### src/rtl/mpf_pkg.sv
// ----------------------------------------------------------------------------
// mpf_pkg
// Request codes, controller/datapath command and status types, glyph ROM.
// ----------------------------------------------------------------------------
package mpf_pkg;

  localparam int unsigned GlyphColumns = 6;

  typedef enum logic [2:0] {
    REQ_CLEAR = 3'd0,
    REQ_PIXEL = 3'd1,
    REQ_GLYPH = 3'd2,
    REQ_FILL  = 3'd3,
    REQ_FLUSH = 3'd4,
    REQ_MARK  = 3'd5
  } mpf_req_e;

  typedef struct packed {
    logic load;
    logic clear_all;
    logic mark_all;
    logic rd;
    logic wr;
    logic fl_start;
    logic fl_next;
    logic fl_done;
    logic none;
  } mpf_cmd_t;

  typedef struct packed {
    logic hit;
    logic row_last;
    logic page_last;
    logic word_last;
    logic any_dirty;
  } mpf_sts_t;

  // Glyph columns 0..5 packed left to right (column 0 in the top byte).
  function automatic logic [47:0] mpf_font(input logic [6:0] idx);
    logic [47:0] r;
    case (idx)
      7'd1:  r = 48'h00005F000000;
      7'd2:  r = 48'h000700070000;
      7'd3:  r = 48'h147F147F1400;
      7'd4:  r = 48'h242A7F2A1200;
      7'd5:  r = 48'h231308646200;
      7'd6:  r = 48'h364955225000;
      7'd7:  r = 48'h000503000000;
      7'd8:  r = 48'h001C22410000;
      7'd9:  r = 48'h0041221C0000;
      7'd10: r = 48'h082A1C2A0800;
      7'd11: r = 48'h08083E080800;
      7'd12: r = 48'h005030000000;
      7'd13: r = 48'h080808080800;
      7'd14: r = 48'h006060000000;
      7'd15: r = 48'h201008040200;
      7'd16: r = 48'h3E5149453E00;
      7'd17: r = 48'h00427F400000;
      7'd18: r = 48'h426151494600;
      7'd19: r = 48'h2141454B3100;
      7'd20: r = 48'h1814127F1000;
      7'd21: r = 48'h274545453900;
      7'd22: r = 48'h3C4A49493000;
      7'd23: r = 48'h017109050300;
      7'd24: r = 48'h364949493600;
      7'd25: r = 48'h064949291E00;
      7'd26: r = 48'h003636000000;
      7'd27: r = 48'h005636000000;
      7'd28: r = 48'h000814224100;
      7'd29: r = 48'h141414141400;
      7'd30: r = 48'h412214080000;
      7'd31: r = 48'h020151090600;
      7'd32: r = 48'h324979413E00;
      7'd33: r = 48'h7E1111117E00;
      7'd34: r = 48'h7F4949493600;
      7'd35: r = 48'h3E4141412200;
      7'd36: r = 48'h7F414141221C;
      7'd37: r = 48'h7F4949494100;
      7'd38: r = 48'h7F0909010100;
      7'd39: r = 48'h3E4141513200;
      7'd40: r = 48'h7F0808087F00;
      7'd41: r = 48'h00417F410000;
      7'd42: r = 48'h2040413F0100;
      7'd43: r = 48'h7F0814224100;
      7'd44: r = 48'h7F4040404000;
      7'd45: r = 48'h7F0204027F00;
      7'd46: r = 48'h7F0408107F00;
      7'd47: r = 48'h3E4141413E00;
      7'd48: r = 48'h7F0909090600;
      7'd49: r = 48'h3E4151215E00;
      7'd50: r = 48'h7F0919294600;
      7'd51: r = 48'h464949493100;
      7'd52: r = 48'h01017F010100;
      7'd53: r = 48'h3F4040403F00;
      7'd54: r = 48'h1F2040201F00;
      7'd55: r = 48'h7F2018207F00;
      7'd56: r = 48'h631408146300;
      7'd57: r = 48'h030478040300;
      7'd58: r = 48'h615149454300;
      7'd59: r = 48'h00007F414100;
      7'd60: r = 48'h020408102000;
      7'd61: r = 48'h41417F000000;
      7'd62: r = 48'h040201020400;
      7'd63: r = 48'h404040404000;
      7'd64: r = 48'h000102040000;
      7'd65: r = 48'h205454547800;
      7'd66: r = 48'h7F4844443800;
      7'd67: r = 48'h384444442000;
      7'd68: r = 48'h384444487F00;
      7'd69: r = 48'h385454541800;
      7'd70: r = 48'h087E09010200;
      7'd71: r = 48'h081454543C00;
      7'd72: r = 48'h7F0804047800;
      7'd73: r = 48'h00447D400000;
      7'd74: r = 48'h2040443D0000;
      7'd75: r = 48'h007F10284400;
      7'd76: r = 48'h00417F400000;
      7'd77: r = 48'h7C0418047800;
      7'd78: r = 48'h7C0804047800;
      7'd79: r = 48'h384444443800;
      7'd80: r = 48'h7C1414140800;
      7'd81: r = 48'h081414187C00;
      7'd82: r = 48'h7C0804040800;
      7'd83: r = 48'h485454542000;
      7'd84: r = 48'h043F44402000;
      7'd85: r = 48'h3C4040207C00;
      7'd86: r = 48'h1C2040201C00;
      7'd87: r = 48'h3C4030403C00;
      7'd88: r = 48'h442810284400;
      7'd89: r = 48'h0C5050503C00;
      7'd90: r = 48'h446454544C00;
      7'd91: r = 48'h000836410000;
      7'd92: r = 48'h00007F000000;
      7'd93: r = 48'h004136080000;
      7'd94: r = 48'h08082A1C0800;
      default: r = 48'h000000000000;
    endcase
    return r;
  endfunction

endpackage

### src/rtl/mpf_ctrl.sv
// ----------------------------------------------------------------------------
// mpf_ctrl
// Request sequencer: decodes requests and steps the datapath through
// read-modify-write rows and flush words.
// ----------------------------------------------------------------------------
module mpf_ctrl (
  input  logic              clk_i,
  input  logic              rst_ni,
  input  logic              in_valid_i,
  output logic              in_ready_o,
  input  logic [2:0]        req_type_i,
  output logic              out_valid_o,
  input  logic              out_ready_i,
  input  mpf_pkg::mpf_sts_t sts_i,
  output mpf_pkg::mpf_cmd_t cmd_o
);
  import mpf_pkg::*;

  typedef enum logic [5:0] {
    S_IDLE = 6'b000001,
    S_RD   = 6'b000010,
    S_WR   = 6'b000100,
    S_FRD  = 6'b001000,
    S_FOUT = 6'b010000,
    S_NONE = 6'b100000
  } state_e;

  state_e state_q, state_d;

  always_comb begin
    state_d     = state_q;
    cmd_o       = '0;
    in_ready_o  = 1'b0;
    out_valid_o = 1'b0;
    unique case (state_q)
      S_IDLE: begin
        in_ready_o = 1'b1;
        if (in_valid_i) begin
          case (req_type_i)
            REQ_CLEAR: cmd_o.clear_all = 1'b1;
            REQ_MARK:  cmd_o.mark_all = 1'b1;
            REQ_PIXEL, REQ_GLYPH, REQ_FILL: begin
              cmd_o.load = 1'b1;
              if (sts_i.hit) state_d = S_RD;
            end
            REQ_FLUSH: begin
              if (sts_i.any_dirty) begin
                cmd_o.fl_start = 1'b1;
                state_d = S_FRD;
              end else begin
                state_d = S_NONE;
              end
            end
            default: ;
          endcase
        end
      end
      S_RD: begin
        cmd_o.rd = 1'b1;
        state_d  = S_WR;
      end
      S_WR: begin
        cmd_o.wr = 1'b1;
        state_d  = (sts_i.row_last && sts_i.page_last) ? S_IDLE : S_RD;
      end
      S_FRD: begin
        cmd_o.rd = 1'b1;
        state_d  = S_FOUT;
      end
      S_FOUT: begin
        out_valid_o = 1'b1;
        if (out_ready_i) begin
          if (sts_i.word_last) begin
            cmd_o.fl_done = 1'b1;
            state_d = S_IDLE;
          end else begin
            cmd_o.fl_next = 1'b1;
            state_d = S_FRD;
          end
        end
      end
      S_NONE: begin
        out_valid_o = 1'b1;
        cmd_o.none  = 1'b1;
        if (out_ready_i) state_d = S_IDLE;
      end
      default: state_d = S_IDLE;
    endcase
  end

  always_ff @(posedge clk_i or negedge rst_ni) begin
    if (!rst_ni) begin
      state_q <= S_IDLE;
    end else begin
      state_q <= state_d;
    end
  end

endmodule

### config.mk
export PLATFORM = sky130hd
export DESIGN_NAME = mpf_ctrl
export DESIGN_NICKNAME = d
export VERILOG_FILES = /design/src/rtl/mpf_pkg.sv /design/src/rtl/mpf_ctrl.sv
export SDC_FILE = /design/constraint.sdc
export NUM_CORES = 1
export LEC_CHECK = 0
export ABC_CLOCK_PERIOD_IN_PS = 1800
export BUFFER_PORTS_ARGS = -buffer_cell sky130_fd_sc_hd__buf_2
export CAP_MARGIN = 20
export CORE_AREA = 2 2 39 41
export CTS_CLUSTER_DIAMETER = 50
export DETAILED_ROUTE_END_ITERATION = 10
export DIE_AREA = 0 0 41 43
export GPL_TIMING_DRIVEN = 0
export PLACE_DENSITY = 0.74
export SLEW_MARGIN = 20
export SYNTH_ARGS = -nofsm -noshare
export SYNTH_HDL_FRONTEND = slang
export SYNTH_SLANG_ARGS = --single-unit
export TNS_END_PERCENT = 50
### constraint.sdc
create_clock -name clk_i -period 1.8 [get_ports clk_i]
set_clock_uncertainty 0.1 [all_clocks]
set_input_delay 0.36 -clock clk_i [delete_from_list [all_inputs] [get_ports clk_i]]
set_output_delay 0.36 -clock clk_i [all_outputs]
set_load 0.005 [all_outputs]
==> flow_summary_export.csv, run 1 <==
group,metric,value,unit
timing,maxSlewHeadroom,78.5,%
synthesis,synth_cells,67,
clock_network,insertion_delay,0.25,ns
global_route,grt_start_max_net_pins,11,
finish,regArea,155,sq um
critical_path,worstSetupStartpointType,"flop",
critical_path,endpoint_kind,"primary output",
timing,setup_viol,14,
finish,drive_above_1_share,53.4,%
finish,largest_reg_flops,6,
critical_path,worst-setup-path-type,"reg -> out",
drt,route.detailed.drc,0,
place,dp_hpwl,993,um
synthesis,synth_cell_types,31,
hold_path,hp-class,"in -> reg",
timing,setup_slack,-0.230,ns
timing,fin_tns_setup,-2.08,ns
synthesis,syn-mean-instance-area,7.41,sq um
pwr,p_leak,0.000407,uW
finish,num-fill-cells,124,
die,die_h,43,um
timing,report.final.slew_viol_count,0,
drt,drtAntennaViolNets,0,
finish,final_common_cell,"buf_2",
finish,multi_input_area,374,sq um
place,gp_congestion,0.735,
pwr,p_int,692,uW
die,die_area,1760,sq um
pwr,ir_drop,591,uV
pwr,seqPwrFrac,20.1,%
pwr,p_comb_share,67.8,%
global_route,track_usage,20.8,%
finish,final_util,60.0,%
clock_network,clk_pin_slew,0.05,ns
clock_network,h-tree-depth,1,
synthesis,ys_warn_count,0,
die,die_x,41,um
finish,antenna_cells,0,
finish,nets,116,
finish,largest_register,"state_q",
timing,tightest_slew,0.320,ns
global_route,grt_pass1_vias,550,
clock_network,clk_path_buf_depth,2,
finish,top_regs,"state_q x6",
drt,dr.pass1.iters,5,
place,dp.cells,105,
global_route,grt_antenna_before_repair,0,
outcome,status,"finished, violations left",
die,start_util,35.9,%
pwr,powerDensity,1360,nW/um^2
finish,instances_no_fill,119,
drt,wirelength,1.66,mm
finish,syn_to_final_growth,67.3,%
flow_run,cap_viol_max_count,0,
synthesis,yosysSeqAreaShare,30.5,%
timing,whs,0.299,ns
die,io_pins,23,
clock_network,cts_sinks,6,
critical_path,crit_fanout,8,
global_route,grt_pass1_wl,2.47,mm
synthesis,synth_top_area_share,25.2,%
drt,vias,655,
clock_network,numCtsBuffers,3,
outcome,violations,"setup timing",
timing,rsz0062_at_grt,"true",
drt,wl_per_cell,13.9,um
critical_path,critPathRequiredTime,1.34,ns
timing,fmax,0.492,GHz
synthesis,ys_ff_latch,6,
finish,layout_common_cells,"buf_2, nor2_1, buf_4",
synthesis,synth_edf_count,0,
synthesis,syn-num-nets,79,
critical_path,arrival,1.57,ns
drt,routed_via_density,5.50,
timing,min_period,2.03,ns
synthesis,synthArstFlopShare,100,%
synthesis,ys.flop_type,"dfrtp_1",
timing,finalHoldViolations,0,
pwr,pwr-share-clk,12.1,%
drt,drtIter0Drc,14,
timing,period_share,113,%
place,portBuffers,22,
synthesis,syn-cell-area,497,sq um
die,rows,14,
pwr,switchingPower,439,uW
global_route,overflow,0,
synthesis,synth_area_leaders,"dfrtp_1, nor2_1, nand2_1",
clock_network,cts_tree,"built",
synthesis,synth_top_cell_by_area,"dfrtp_1",
die,core_area,1380,sq um
pwr,switching_share,38.8,%
clock_network,root_buffer,"clkbuf_4",
timing repair:
item,in CTS,in global routing
setup endpoints to repair,15,15
pin swaps,10,10
hold buffers,1,0
endpoints found under the hold margin,5,0
resized for setup,15,5
buffers inserted,9,5
power by group through the flow:
stage / registers, uW / clock network, uW / logic, uW
after global placement: 206 / 0 / 395
after floorplan: 200 / 0 / 295
after CTS: 221 / 139 / 619
after detailed placement: 210 / 0 / 400
after global routing: 229 / 147 / 818
final: 227 / 137 / 767
cell usage after synthesis (2+ instances only):
master	number
buf_2	2
clkbuf_1	2
and3_1	3
xor2_1	2
nand2_1	8
nor4_1	2
nand2b_1	2
inv_1	2
dfrtp_1	5
nor2_1	10
o21ai_2	2
o21ai_0	4
nor3_1	5
critical path, stage by stage (launching register included):
cell and delay, ns:
dfrtp_2 0.49, nor3_4 0.17, nand3b_1 0.14, nor2_2 0.14, nand2_2 0.09, nor4_2 0.15, buf_2 0.15
stage by stage:
stage          setup WS, ns  total power, uW  instance area (sq um)
2_1_floorplan       -0.0314              496                    505
3_3_place_gp         -0.292              601                    636
3_5_place_dp         -0.317              610                    636
4_1_cts              -0.239              979                    777
5_1_grt              -0.344             1190                    831
6_report             -0.230             1130                    831
layer usage:
metal  wire, um  global-route usage [%]  vias to the layer above
li1           -                       -                      313
met1        684                    25.5                      311
met2        855                    33.4                       29
met3        107                    4.71                        2
met4         10                    8.00                        0
met5          0                       0                        -
cells by family (layout without fill, tap and decap cells):
kind of cell,after synthesis,in the layout,synth area share [%]
and+or+nand+nor,38,38,39.5
AOI/OAI and AO/OA,13,13,18.6
xor gates and xnor gates,3,3,5.29
DFF,6,6,30.5
buffers and inverters,7,43,6.05
final timing paths:
kind,end,slack [ns],cells after the start,startpoint
max,cmd_o[7],-0.23,6,state_q[3]
min,state_q[5],0.30,4,sts_i[0]
max reg2reg,state_q[4],-0.21,9,state_q[3]
min reg2reg,state_q[2],0.52,3,state_q[4]
max in group asynchronous,state_q[0],1.01,2,rst_ni
min in group asynchronous,state_q[5],0.36,2,rst_ni
final cells by class:
cell class | count | area share, %
Multi-Input combinational cell | 54 | 45.0
Timing Repair Buffer | 36 | 29.2
Sequential cell | 6 | 18.7
Clock buffer | 4 | 3.16
Tap cell | 16 | 2.41
Inverter | 2 | 0.904
Buffer | 1 | 0.602
Note: power is estimated with default switching activity, not from simulation.
==> run 2, diff against run 1 <==
==> constraint.sdc (replaced) <==
create_clock -name clk_i -period 1.8 [get_ports clk_i]
set_clock_uncertainty 0.1 [all_clocks]
set_input_delay 0 -clock clk_i [delete_from_list [all_inputs] [get_ports clk_i]]
set_output_delay 0 -clock clk_i [all_outputs]
set_load 0.005 [all_outputs]
==> flow_summary_export.csv, run 2 (synthesized netlist as in run 1, its figures left out) <==
group,metric,value,unit
pwr,powerDensity,1150,nW/um^2
outcome,status,"completed",
hold_path,hold_path.startpoint,"sts_i[2]",
die,rows,14,
global_route,grt_antenna_before_repair,0,
place,portBuffers,22,
critical_path,crit_fanout,6,
drt,wl_per_cell,12.2,um
finish,layout_common_cells,"buf_2, nor2_1, buf_4",
timing,rsz0062_at_grt,"true",
global_route,grt_util_met3,4.71,%
timing,fmax,0.564,GHz
drt,vias,633,
global_route,overflow,0,
pwr,ir_drop,558,uV
clock_network,root_buffer,"clkbuf_4",
clock_network,cts_tree,"built",
global_route,grt_use_met2,27.5,%
hold_path,min_to,"state_q[1]",
finish,final_util,59.9,%
critical_path,r2r-end,"state_q[0]",
finish,antenna_cells,0,
hold_path,worstHoldPathCells,4,
die,core_area,1380,sq um
timing,report.final.slew_viol_count,0,
finish,top_regs,"state_q x6",
timing,tightest_slew,0.318,ns
drt,dr.pass1.iters,4,
critical_path,critPathRequiredTime,1.87,ns
critical_path,endpoint_kind,"flop",
global_route,track_usage,18.8,%
global_route,gr-max-usage-layer,"met2",
pwr,p_leak,0.000406,uW
clock_network,h-tree-depth,1,
die,io_pins,23,
clock_network,cts_sinks,6,
finish,largest_register,"state_q",
critical_path,worst-setup-path-type,"reg -> reg",
die,die_area,1760,sq um
timing,maxSlewHeadroom,78.6,%
die,start_util,35.9,%
critical_path,arrival,1.85,ns
clock_network,clk_path_buf_depth,2,
timing,min_period,1.77,ns
timing,finalHoldViolations,0,
global_route,grt_pass1_wl,2.17,mm
finish,num-fill-cells,117,
finish,final_common_cell,"buf_2",
drt,routed_via_density,5.19,
drt,drtAntennaViolNets,0,
finish,largest_reg_flops,6,
timing,period_share,98.5,%
flow_run,cap_viol_max_count,0,
timing,setup_slack,0.0271,ns
critical_path,worstSetupStartpointType,"flop",
clock_network,numCtsBuffers,3,
finish,drive_above_1_share,47.2,%
place,gp_congestion,0.819,
global_route,grt_pass1_vias,545,
global_route,grt_start_max_net_pins,11,
drt,route.detailed.drc,0,
critical_path,r2r_cells,5,
clock_network,clk_pin_slew,0.04,ns
critical_path,reg2reg_setup_slack,0.03,ns
clock_network,insertion_delay,0.25,ns
die,die_h,43,um
pwr,power.total,949,uW
hold_path,hp-class,"in -> reg",
global_route,use_met1,22.1,%
timing,whs,0.0216,ns
drt,drtIter0Drc,15,
finish,nets,119,
critical_path,worstReg2RegStart,"state_q[1]",
finish,multi_input_area,362,sq um
place,detailedPlace.worstSlack,0.0208,ns
timing,setup_viol,0,
finish,syn_to_final_growth,66.8,%
drt,wirelength,1.49,mm
finish,regArea,155,sq um
die,die_x,41,um
timing,fin_tns_setup,0,ns
place,dp_hpwl,939,um
## run 2: cell types whose count changed in the layout (fill, tap and decap cells not counted), moves of 2 or more
cell,before,now
nor3_2,0,2
nor3_4,3,1
dlygate4sd3_1,1,7
buf_6,6,0
buf_2,22,24
## run 2: how the worst max path moves through the flow
| stage | start | end | slack (ns) |
|---|---|---|---|
| after floorplan | state_q[1] | state_q[0] | 0.16 |
| after detailed placement | state_q[2] | state_q[5] | 0.02 |
| after global placement | state_q[2] | state_q[5] | 0.02 |
| after global routing | state_q[1] | state_q[0] | -0.01 |
| final | state_q[1] | state_q[0] | 0.03 |
| after CTS | state_q[2] | cmd_o[7] | 0.01 |
## run 2: timing repair
| item | in CTS | in global routing |
|---|---|---|
| setup buffers | 4 | 5 |
| endpoints found under the hold margin | 9 | 0 |
| hold buffers | 7 | 0 |
| gates resized for setup | 4 | 9 |
| pin swaps | 3 | 4 |
| endpoints found under the setup margin | 5 | 12 |
## run 2: where the power goes
group	switching [uW]	internal, uW	total, uW	leakage [uW]
combinational	268	313	581	0.000317
clock	54.0	84.3	138	0.0000150
sequential	51.1	178	229	0.0000740
total	373	575	949	0.000406
## run 2: worst max-delay path, cell delays in order (launching register included)
cell	delay (ns)
dfrtp_1	0.43
or2_1	0.22
buf_2	0.16
or4_1	0.50
and3_4	0.18
o21ai_2	0.11
## run 2: cell type report
cell class	count	area share [%]
multi-input cells	54	43.7
plain buffers	2	1.21
repair buffers	38	29.9
flip-flops and latches	6	18.7
well taps	16	2.42
clock buffers	4	3.17
inverters	2	0.906
## run 2: metrics by stage
step	area, sq um	instances
2_1_floorplan	497	67
3_3_place_gp	627	105
3_5_place_dp	627	105
4_1_cts	748	117
5_1_grt	828	122
6_report	828	122
## run 2: routing by layer
metal / vias to the layer above / share of wire [%]
li1: 317 / -
met1: 288 / 44
met2: 24 / 48
met3: 4 / 4.6
met4: 0 / 3.0
met5: - / 0
==> run 3, diff against run 2 <==
ABC_AREA = 1   (was unset)
PLACE_DENSITY = 0.76   (was 0.74)
==> flow_summary_export.csv, run 3 <==
group,metric,value,unit
place,dp_hpwl,1000,um
synthesis,yosysSeqAreaShare,28.9,%
critical_path,worstSetupStartpointType,"flop",
clock_network,numCtsBuffers,3,
finish,final_util,52.0,%
place,portBuffers,22,
finish,nets,124,
clock_network,root_buffer,"clkbuf_4",
global_route,overflow,0,
synthesis,synthArstFlopShare,100,%
synthesis,synth_area_leaders,"dfrtp_1, inv_1, nand2_1",
global_route,track_usage,17.6,%
pwr,p_leak,0.000442,uW
synthesis,ys_warn_count,0,
global_route,grt_antenna_before_repair,0,
timing,tightest_slew,0.217,ns
critical_path,crit_fanout,4,
pwr,powerDensity,1030,nW/um^2
finish,syn_to_final_growth,37.6,%
die,core_area,1380,sq um
finish,antenna_cells,0,
clock_network,post_cts_resize_count,0,
critical_path,worst-setup-path-type,"reg -> out",
clock_network,cts_tree,"built",
finish,largest_register,"state_q",
finish,num-fill-cells,149,
global_route,grt_start_max_net_pins,10,
drt,drtAntennaViolNets,0,
timing,fin_tns_setup,0,ns
critical_path,reg2reg_setup_slack,0.41,ns
finish,instances_no_fill,127,
die,die_h,43,um
timing,period_share,90.6,%
synthesis,syn-mean-instance-area,6.46,sq um
timing,report.final.slew_viol_count,0,
synthesis,synth_cell_types,18,
synthesis,synth_top_cell_by_area,"dfrtp_1",
critical_path,endpoint_kind,"primary output",
place,gp_congestion,0.771,
die,io_pins,23,
timing,finalHoldViolations,0,
clock_network,clk_pin_slew,0.05,ns
drt,wl_per_cell,10.1,um
global_route,grt_util_met3,3.14,%
critical_path,worstReg2RegStart,"state_q[0]",
finish,layout_common_cells,"buf_2, inv_1, nand2_1",
clock_network,cts_sinks,6,
outcome,status,"completed",
clock_network,h-tree-depth,1,
clock_network,post_cts_buffers,0,
clock_network,insertion_delay,0.24,ns
drt,routed_via_density,4.83,
synthesis,yosys-top-cells-count,"inv_1, nand2_1, nor2_1, nand3_1, nand4_1",
global_route,grt_use_met2,29.1,%
flow_run,cap_viol_max_count,0,
timing,maxSlewHeadroom,85.5,%
timing,fmax,0.613,GHz
global_route,grt_pass1_wl,2.06,mm
synthesis,ys.flop_type,"dfrtp_1",
global_route,gr-max-usage-layer,"met2",
critical_path,critical_path.startpoint,"state_q[0]",
finish,regArea,151,sq um
synthesis,synth_edf_count,0,
finish,multi_input_area,300,sq um
finish,final_common_cell,"buf_2",
pwr,ir_drop,437,uV
critical_path,r2r_cells,6,
synthesis,yosysMostFrequentCell,"inv_1",
critical_path,arrival,1.53,ns
drt,vias,613,
clock_network,clk_path_buf_depth,2,
die,rows,14,
timing,rsz0062_at_grt,"false",
clock_network,cts-hold-fix-buffers,3,
finish,largest_reg_flops,6,
timing,whs,0.0116,ns
critical_path,critPathRequiredTime,1.70,ns
drt,route.detailed.drc,0,
drt,wirelength,1.28,mm
synthesis,ys_ff_latch,6,
synthesis,syn-num-nets,93,
critical_path,worstSetupEndpoint,"cmd_o[6]",
drt,drtIter0Drc,14,
finish,drive_above_1_share,36.9,%
drt,dr.pass1.iters,4,
critical_path,r2r-end,"state_q[3]",
global_route,grt_pass1_vias,504,
hold_path,hp-class,"in -> reg",
synthesis,synth_cells,81,
timing,min_period,1.63,ns
place,dp.cells,119,
finish,top_regs,"state_q x6",
timing,setup_viol,0,
die,die_area,1760,sq um
pwr,power.total,743,uW
global_route,use_met1,19.9,%
die,start_util,37.8,%
die,die_x,41,um
synthesis,synth_top_area_share,23.9,%
synthesis,syn-cell-area,523,sq um
## run 3: cell type report
type,count,area share [%]
timing repair buffer,26,20.9
tap,16,2.78
multi-input combinational,56,41.7
clock buffer,4,3.65
sequential,6,21.0
inverter,19,9.91
## run 3: power by group
part | switching, uW | leakage, uW | internal [uW] | total [uW]
sequential | 39.5 | 0.0000790 | 175 | 214
clock | 51.0 | 0.0000150 | 84.1 | 135
combinational | 245 | 0.000348 | 148 | 394
total | 336 | 0.000442 | 407 | 743
## run 3: logic make-up after synthesis
logic type,count (synthesis),synth area share (%)
and+or+nand+nor,51,51.9
AOI/OAI and AO/OA,5,5.50
DFF,6,28.9
buffers and inverters,19,13.6
## run 3: through the flow
step	cell area, sq um	setup WS [ns]
final	719	0.169
after global routing	719	0.0503
after CTS	709	0.150
after detailed placement	653	0.423
after global placement	653	0.431
after floorplan	523	0.504
## run 3: worst min-delay path by stage
| stage | from | end | slack (ns) | cells after the start |
|---|---|---|---|---|
| 6_report | out_ready_i | state_q[5] | 0.01 | 4 |
| 5_1_grt | sts_i[2] | state_q[1] | 0.03 | 5 |
| 4_1_cts | rst_ni | state_q[1] | 0.004 | 2 |
| 3_5_place_dp | rst_ni | state_q[3] | -0.27 | 1 |
| 3_3_place_gp | rst_ni | state_q[3] | -0.27 | 1 |
| 2_1_floorplan | rst_ni | state_q[1] | -0.40 | 0 |
## run 3: per-layer routing
layer	share of wire [%]	wire length, um
met1	40	513
met5	0	0
met3	6.6	85
met2	52	666
met4	1.1	14
## run 3: critical path, stage by stage (launching register included)
cell	delay, ns
dfstp_2	0.57
inv_2	0.04
nor2_2	0.13
nand3_2	0.12
inv_2	0.10
nand2_2	0.08
nor3_2	0.12
buf_2	0.13
